[config.mk]
export PLATFORM = sky130hd
export DESIGN_NAME = serial_line_command_decoder_unit
export DESIGN_NICKNAME = d
export VERILOG_FILES = /design/src/slcd_pkg.sv /design/src/serial_line_command_decoder_unit.sv
export SDC_FILE = /design/constraint.sdc
export NUM_CORES = 1
export LEC_CHECK = 0
export BUFFER_PORTS_ARGS = -buffer_cell sky130_fd_sc_hd__buf_4
export CAP_MARGIN = 0
export CORE_UTILIZATION = 61
export CTS_BUF_LIST = sky130_fd_sc_hd__clkbuf_4 sky130_fd_sc_hd__clkbuf_8
export CTS_CLUSTER_SIZE = 20
export DETAILED_ROUTE_END_ITERATION = 16
export GPL_ROUTABILITY_DRIVEN = 0
export PLACE_DENSITY = 0.88
export SLEW_MARGIN = 10
export SYNTH_ARGS = -nofsm -noshare
export SYNTH_HDL_FRONTEND = slang
export SYNTH_SLANG_ARGS = --single-unit
[constraint.sdc]
create_clock -name clk -period 3.8 [get_ports clk]
set_input_delay 0.76 -clock clk [delete_from_list [all_inputs] [get_ports clk]]
set_output_delay 0.76 -clock clk [all_outputs]
set_load 0.02 [all_outputs]
[src/slcd_pkg.sv]
// Package with the reply codes, match patterns and widths of the serial line command decoder.
package slcd_pkg;

  typedef enum logic [1:0] {
    REPLY_PONG = 2'd0,
    REPLY_OK   = 2'd1,
    REPLY_ERR  = 2'd2
  } reply_code_t;

  localparam logic [7:0] CHAR_NUL  = 8'h00;
  localparam logic [7:0] CHAR_LF   = 8'h0A;
  localparam logic [7:0] CHAR_CR   = 8'h0D;
  localparam logic [7:0] CHAR_ZERO = 8'h30;
  localparam logic [7:0] CHAR_ONE  = 8'h31;

  // Text length saturates once no pattern can still match.
  localparam int TEXT_LEN_W = 5;
  localparam logic [TEXT_LEN_W-1:0] PING_LEN      = 5'd4;
  localparam logic [TEXT_LEN_W-1:0] STATE_LEN     = 5'd25;
  localparam logic [TEXT_LEN_W-1:0] BEAMS_POS     = 5'd12;
  localparam logic [TEXT_LEN_W-1:0] RADIATION_POS = 5'd24;
  localparam logic [TEXT_LEN_W-1:0] TEXT_LEN_SAT  = 5'd26;

  // "PING", one character per position.
  function automatic logic [7:0] ping_char(input logic [1:0] pos);
    logic [7:0] ch;
    case (pos)
      2'd0:    ch = 8'h50;
      2'd1:    ch = 8'h49;
      2'd2:    ch = 8'h4E;
      default: ch = 8'h47;
    endcase
    return ch;
  endfunction

  // "STATE beams=0 radiation=0"; the digit positions are checked separately.
  function automatic logic [7:0] state_char(input logic [TEXT_LEN_W-1:0] pos);
    logic [7:0] ch;
    case (pos)
      5'd0:    ch = 8'h53;
      5'd1:    ch = 8'h54;
      5'd2:    ch = 8'h41;
      5'd3:    ch = 8'h54;
      5'd4:    ch = 8'h45;
      5'd5:    ch = 8'h20;
      5'd6:    ch = 8'h62;
      5'd7:    ch = 8'h65;
      5'd8:    ch = 8'h61;
      5'd9:    ch = 8'h6D;
      5'd10:   ch = 8'h73;
      5'd11:   ch = 8'h3D;
      5'd12:   ch = 8'h30;
      5'd13:   ch = 8'h20;
      5'd14:   ch = 8'h72;
      5'd15:   ch = 8'h61;
      5'd16:   ch = 8'h64;
      5'd17:   ch = 8'h69;
      5'd18:   ch = 8'h61;
      5'd19:   ch = 8'h74;
      5'd20:   ch = 8'h69;
      5'd21:   ch = 8'h6F;
      5'd22:   ch = 8'h6E;
      5'd23:   ch = 8'h3D;
      5'd24:   ch = 8'h30;
      default: ch = 8'h00;
    endcase
    return ch;
  endfunction

endpackage

[src/serial_line_command_decoder_unit.sv]
// Top level of the serial line command decoder: line assembly, pattern matching and reply output.
//
// The block takes received serial bytes on the slave stream, one request per byte, and
// answers finished command lines on the master stream. A carriage return is skipped, a
// newline ends the line and a NUL ends its text. A line whose text is exactly "PING" is
// answered PONG, one whose text is exactly "STATE beams=X radiation=Y" (X, Y each 0 or 1)
// latches both levels and is answered OK, an empty line gets no answer, and anything else,
// or a line longer than LINE_CAPACITY-1 characters, is answered ERR. Each answer carries
// the currently latched levels. Matching runs on the fly, one character per accepted byte,
// so one byte is taken in every cycle while the skid register is empty, and the answer to
// a newline goes to the reply register, or to the skid register while the master side stalls.
// The rate is set by the single matching step between the slave port and the reply register.
// A reply register and a one-entry skid register sit on the master side, so bytes keep
// flowing while one reply waits to be taken; only when a second reply has to wait as
// well does tready drop on the slave side until the master side drains.
// Synchronous reset clears the line state, both latched levels and all pending replies.
module serial_line_command_decoder_unit #(
  parameter int LINE_CAPACITY = 64
) (
  input  logic       clk,
  input  logic       rst,
  input  logic       s_axis_tvalid,
  output logic       s_axis_tready,
  input  logic [7:0] s_axis_tdata,  // [7:0] rx_byte
  output logic       m_axis_tvalid,
  input  logic       m_axis_tready,
  output logic [7:0] m_axis_tdata   // [1:0] reply_code, [2] beams_level,
                                    // [3] radiation_level, [7:4] zero
);

  localparam int CountW = $clog2(LINE_CAPACITY);
  localparam logic [CountW-1:0] CountMax = CountW'(LINE_CAPACITY - 1);
  localparam int TlW = slcd_pkg::TEXT_LEN_W;

  // Line state.
  logic [CountW-1:0] char_count;
  logic [TlW-1:0]    text_length;
  logic              overflow_flag;
  logic              text_ended;
  logic              ping_alive;
  logic              state_alive;
  logic              beams_digit;
  logic              radiation_digit;
  logic              beams_out;
  logic              radiation_out;

  // Reply register and skid register.
  logic       reply_valid;
  logic [7:0] reply_data;
  logic       skid_valid;
  logic [7:0] skid_data;

  logic       accept;
  logic [7:0] rx_byte;
  logic       is_cr;
  logic       is_lf;
  logic       is_digit;
  logic       ping_ok;
  logic       state_ok;
  logic       res_valid;
  logic [7:0] res_data;
  logic       latch_levels;

  assign s_axis_tready = !skid_valid;
  assign accept        = s_axis_tvalid && s_axis_tready;
  assign rx_byte       = s_axis_tdata;
  assign is_cr         = (rx_byte == slcd_pkg::CHAR_CR);
  assign is_lf         = (rx_byte == slcd_pkg::CHAR_LF);
  assign is_digit      = (rx_byte == slcd_pkg::CHAR_ZERO) || (rx_byte == slcd_pkg::CHAR_ONE);

  // Does this character continue each pattern at the current text position?
  always_comb begin
    ping_ok = (text_length < slcd_pkg::PING_LEN) &&
              (rx_byte == slcd_pkg::ping_char(text_length[1:0]));
    if (text_length >= slcd_pkg::STATE_LEN) begin
      state_ok = 1'b0;
    end else if (text_length == slcd_pkg::BEAMS_POS ||
                 text_length == slcd_pkg::RADIATION_POS) begin
      state_ok = is_digit;
    end else begin
      state_ok = (rx_byte == slcd_pkg::state_char(text_length));
    end
  end

  // Reply to a newline, if it gets one.
  always_comb begin
    slcd_pkg::reply_code_t code;
    logic beams_new;
    logic radiation_new;
    code          = slcd_pkg::REPLY_ERR;
    res_valid     = 1'b0;
    latch_levels  = 1'b0;
    beams_new     = beams_out;
    radiation_new = radiation_out;
    if (accept && is_lf) begin
      if (overflow_flag) begin
        res_valid = 1'b1;
      end else if (char_count != '0) begin
        res_valid = 1'b1;
        if (ping_alive && text_length == slcd_pkg::PING_LEN) begin
          code = slcd_pkg::REPLY_PONG;
        end else if (state_alive && text_length == slcd_pkg::STATE_LEN) begin
          code          = slcd_pkg::REPLY_OK;
          latch_levels  = 1'b1;
          beams_new     = beams_digit;
          radiation_new = radiation_digit;
        end
      end
    end
    res_data = {4'b0000, radiation_new, beams_new, code};
  end

  always_ff @(posedge clk) begin
    if (rst) begin
      char_count      <= '0;
      text_length     <= '0;
      overflow_flag   <= 1'b0;
      text_ended      <= 1'b0;
      ping_alive      <= 1'b1;
      state_alive     <= 1'b1;
      beams_digit     <= 1'b0;
      radiation_digit <= 1'b0;
      beams_out       <= 1'b0;
      radiation_out   <= 1'b0;
    end else if (accept && !is_cr) begin
      if (is_lf) begin
        // Start a new line; levels change only on a valid STATE line.
        if (latch_levels) begin
          beams_out     <= beams_digit;
          radiation_out <= radiation_digit;
        end
        char_count      <= '0;
        text_length     <= '0;
        overflow_flag   <= 1'b0;
        text_ended      <= 1'b0;
        ping_alive      <= 1'b1;
        state_alive     <= 1'b1;
        beams_digit     <= 1'b0;
        radiation_digit <= 1'b0;
      end else if (char_count < CountMax) begin
        char_count <= char_count + 1'b1;
        if (!text_ended) begin
          if (rx_byte == slcd_pkg::CHAR_NUL) begin
            text_ended <= 1'b1;
          end else begin
            if (!ping_ok) begin
              ping_alive <= 1'b0;
            end
            if (!state_ok) begin
              state_alive <= 1'b0;
            end
            if (is_digit && text_length == slcd_pkg::BEAMS_POS) begin
              beams_digit <= (rx_byte == slcd_pkg::CHAR_ONE);
            end
            if (is_digit && text_length == slcd_pkg::RADIATION_POS) begin
              radiation_digit <= (rx_byte == slcd_pkg::CHAR_ONE);
            end
            // Past the longest pattern the exact length no longer matters.
            if (text_length != slcd_pkg::TEXT_LEN_SAT) begin
              text_length <= text_length + 1'b1;
            end
          end
        end
      end else begin
        overflow_flag <= 1'b1;
      end
    end
  end

  // Output side: the reply register feeds the port, the skid register catches a reply
  // that arrives while the port is stalled.
  always_ff @(posedge clk) begin
    if (rst) begin
      reply_valid <= 1'b0;
      skid_valid  <= 1'b0;
    end else if (m_axis_tready || !reply_valid) begin
      if (skid_valid) begin
        reply_valid <= 1'b1;
        reply_data  <= skid_data;
        skid_valid  <= 1'b0;
      end else begin
        reply_valid <= res_valid;
        if (res_valid) begin
          reply_data <= res_data;
        end
      end
    end else if (res_valid) begin
      skid_valid <= 1'b1;
      skid_data  <= res_data;
    end
  end

  assign m_axis_tvalid = reply_valid;
  assign m_axis_tdata  = reply_data;

endmodule

* Word level (Yosys, flattened, before mapping)
Memories as Yosys holds them, arrays and structs flattened. A register that Yosys moved wholly into a read port is not among the register bits.
Cells that the tools add are included.
** Storage, ports and cells
- Register bits :: 29
- Memory bits (read-only) :: 224
- Logic and storage cells :: 139
- Memories kept :: 1
** Memories
- (no name shown) :: depth 32, width 7, rd ports 1, clocked after memory_dff 1, write ports 0, RTL line slcd_pkg.sv:39 : case (pos)
** Cells by class
- Add/subtract/negate cells :: 2
- Magnitude comparators :: 3
- Eq/ne operators :: 18
- Multiplexer cells :: 66
- Bitwise operators :: 2
- Reduce and logical (&&, ||, !) cells :: 33
** Operators by type and width (count)
- $mux W1 :: 47
- $mux W5 :: 7
- $reduce_and A5 Y1 :: 5
- $eq A8 B4 Y1 const B :: 2
- $eq A8 B6 Y1 const B :: 2
- $eq A8 B8 Y1 :: 2
- $mux W8 :: 2
- $pmux W5 S3 :: 1
- $mux W6 :: 2
- $eq A5 B5 Y1 const B :: 2
- $mux W2 :: 5
- $reduce_bool A2 Y1 :: 5
- $reduce_and A3 Y1 :: 3
- $logic_and A1 B1 Y1 :: 8
- $logic_not A8 Y1 :: 1
- $mux W4 :: 2
- $ne A2 B2 Y1 const B :: 4
- $add A6 B1 Y6 const B :: 1
- $lt A6 B6 Y1 const B :: 1
- $reduce_bool A6 Y1 :: 1
- $add A5 B1 Y5 const B :: 1
- $eq A5 B3 Y1 const B :: 1
- $eq A5 B4 Y1 const B :: 1
- $ge A5 B5 Y1 const B :: 1
- other kinds (11) :: 17

* Depth between registers and ports, before layout
- Depth in word-level cells :: 12
- Depth in mapped cells :: 12
- Depth with buffers taken out :: 12

* Worst setup path after synthesis
No wires, ideal clock.
- Path type :: input -> register
- Start point :: input port s_axis_tdata[0]
- End point :: register with a tool-made name
- Arrival :: 3.107 ns
- Data required time :: 3.682 ns
- Slack :: 0.576 ns
- Stages :: 12
- Cell sequence :: buf_2 or3_1 a211o_1 nand2_2 o21ai_0 a21oi_1 inv_1 ha_1 inv_1 a311oi_1 a21boi_1 o2bb2ai_1
** RTL lines
- start, declared :: RTL line serial_line_command_decoder_unit.sv:24 : input logic [7:0] s_axis_tdata,

==> qor.yml <==
hp-class: "reg2reg"
p_seq_frac: 0.514
clk_pin_slew_ps: 70
ys_dominant_reg_cell: "dfxtp_1"
p_leak_nw: 1.04
vdd_drop_max_mv: 0.223
status: "completed"
hold_end: "state_alive$_SDFFE_PP1P_"
initial_core_util: 0.643
cts_buffer_depth: 2
combPwrFrac: 0.150
cts_sinks: 36
grt_pass1_vias: 2025
dieArea_sq_mm: 0.00414
fin_ws_ps: 597
clock_power_share: 0.336
hold_start: "state_alive$_SDFFE_PP1P_"
clock.fmax_mhz: 312
grt_max_degree: 16
switching_share: 0.275
rr_worst_depth: 12
yosys.area.top_type: "dfxtp_1"
numCtsBuffers: 5
clk_latency_ps: 290
antenna_found_initial: 0
async_reset_ff_frac: 0
cts_tree: "built"
drtIter0Drc: 120
multi_input_area_sq_mm: 0.00143
synth_seq_area_share: 0.337
vias: 2025
arrival_ps: 3390
min_period_ps: 3200
netlist_area_sq_mm: 0.00237
critPathBufInv: 3
layout_commonest_cell: "dfxtp_1"
synth.distinct_cells: 74
hpwl_um: 3960
drt-vias-per-instance: 6.14
grt_usage: 0.284
cp_cell_sequence: "buf_4 > or4_4 > a211o_1 > nand2_2 > o21ai_0 > a21oi_1 > inv_1 > ha_1 > inv_1 > a311oi_1 > a21boi_1 > o2bb2ai_1"
crit_path_max_fanout: 8
fin_nets: 305
ios: 22
worstPathRequired_ps: 3980
synth.area.top_cells: "dfxtp_1 24%, edfxtp_1 10%, ha_1 6.3%"
setup_viol: 0
synth.top_cell.area_share: 0.236
cp_common_cell: "inv_1"
drt_wl_total_um: 5220
drv_slew: 0
cts-hold-fix-buffers: 0
ys_warn_count: 0
tightest_slew_ps: 729
hold_depth: 2
grt_pass1_wl_um: 8970
critPathKind: "in2reg"
dp_slack_ps: 349
p_int_mw: 0.575
mostFrequentLayoutCells: "28 x dfxtp_1, 20 x buf_4, 19 x inv_1, 19 x nor2_1, 16 x nand2_1"
final.setup.tns_ps: 0
cp_top_family: "compound AO/OA/AOI/OAI gates"
die_height_um: 64.4
row_count: 22
die_w_um: 64.4
max_stage_delay_ps: 550
n_fill_cell: 299
port_buffers: 17
ys_ff_latch: 36
cts_htree_levels: 2
p_sw_mw: 0.219
diodes: 0
synthCells: 265
hold_viol_final: 0
cpMaxStageDelayCell: "or4_4"
drcViolationCount: 0
drt_pass1_iterations: 4
final_antenna_net_count: 0
post-route-period-util: 0.843
p_per_area_mw_per_mm2: 305
core_area_sq_mm: 0.00369
wl_per_cell_um: 15.8
area_growth_pct: 9.65
synth_edf_count: 8
cap_violations: 0
gr-total-overflow: 0
worstSetupStartpointType: "primary input"
skew_ps: 6.01
finalHoldWorstSlack_ps: 450
rsz0062_at_grt: "no"
synth_area_per_cell_sq_um: 8.96
cts.repair_timing.setup_buffer_count: 0
reg2reg_from: "char_count[0]$_SDFFE_PP0P_"
seq_area_sq_um: 801
drive_gt1_frac: 0.177
max_slew_margin: 0.510
r2r_slack_ps: 890
cts-resized-gates: 0
end_kind: "register"
clockRootBuffer: "clkbuf_8"
## layer usage
layer	routed length, um	global-route usage	up-vias
met5	0	0	-
li1	-	-	985
met4	228	0.158	0
met2	2470	0.478	64
met3	293	0.0661	25
met1	2230	0.328	951
## Yosys cell counts (all sizes together), types with 7 or more instances
cell / n
and2: 8
nor2: 19
inv: 20
nor4: 7
nand3: 12
dfxtp: 28
buf: 9
ha: 12
edfxtp: 8
nand2: 18
o21ai: 11
xnor2: 10
a21oi: 13
## worst max-delay path by stage
stage	cells after the start	start	endpoint	slack [ps]
floorplan	12	s_axis_tdata[0]	register	580
global placement	12	s_axis_tdata[4]	register	460
detailed placement	12	s_axis_tdata[4]	register	350
CTS	12	s_axis_tdata[4]	register	640
global route	12	s_axis_tdata[4]	register	460
finish	12	s_axis_tdata[4]	register	600
## power by group through the flow
stage	Combinational [mW]	Clock, mW	Sequential (mW)
floorplan	0.0877	0	0.414
global placement	0.114	0	0.416
detailed placement	0.117	0	0.416
CTS	0.118	0.271	0.408
global route	0.131	0.292	0.409
finish	0.119	0.267	0.408
## per-stage QoR
stage,util,std cells,instance area (sq um),power (mW)
CTS,0.706,330,2600,0.796
global placement,0.682,322,2510,0.530
global route,0.706,330,2600,0.832
floorplan,-,268,2380,0.502
detailed placement,0.682,322,2510,0.533
finish,0.706,330,2600,0.794
## cells by family (layout without fill, tap and decap cells)
| kind of cell | Yosys count | in the layout | synth area share |
|---|---|---|---|
| flip-flops | 36 | 36 | 0.337 |
| AO/OA/AOI/OAI | 64 | 64 | 0.202 |
| XOR/XNOR | 16 | 16 | 0.0590 |
| buffers and inverters | 34 | 48 | 0.0654 |
| AND/OR/NAND/NOR | 96 | 96 | 0.235 |
| adder cells (fa/ha/maj) | 12 | 12 | 0.0633 |
| other | 1 | 4 | 0.00158 |
| multiplexers | 6 | 6 | 0.0358 |
## cell type report
class | instances | share of cell area
Tap cell | 48 | 0.0231
Timing Repair Buffer | 20 | 0.0577
Sequential cell | 36 | 0.308
Multi-Input combinational cell | 198 | 0.549
Clock buffer | 5 | 0.0264
Inverter | 20 | 0.0288
Clock inverter | 3 | 0.00721
## worst min-delay path: stages (launching register included)
cell	delay, ps
dfxtp_1	320
nand2_1	50
nand2_1	40
Power figures use the tool's default switching activity.
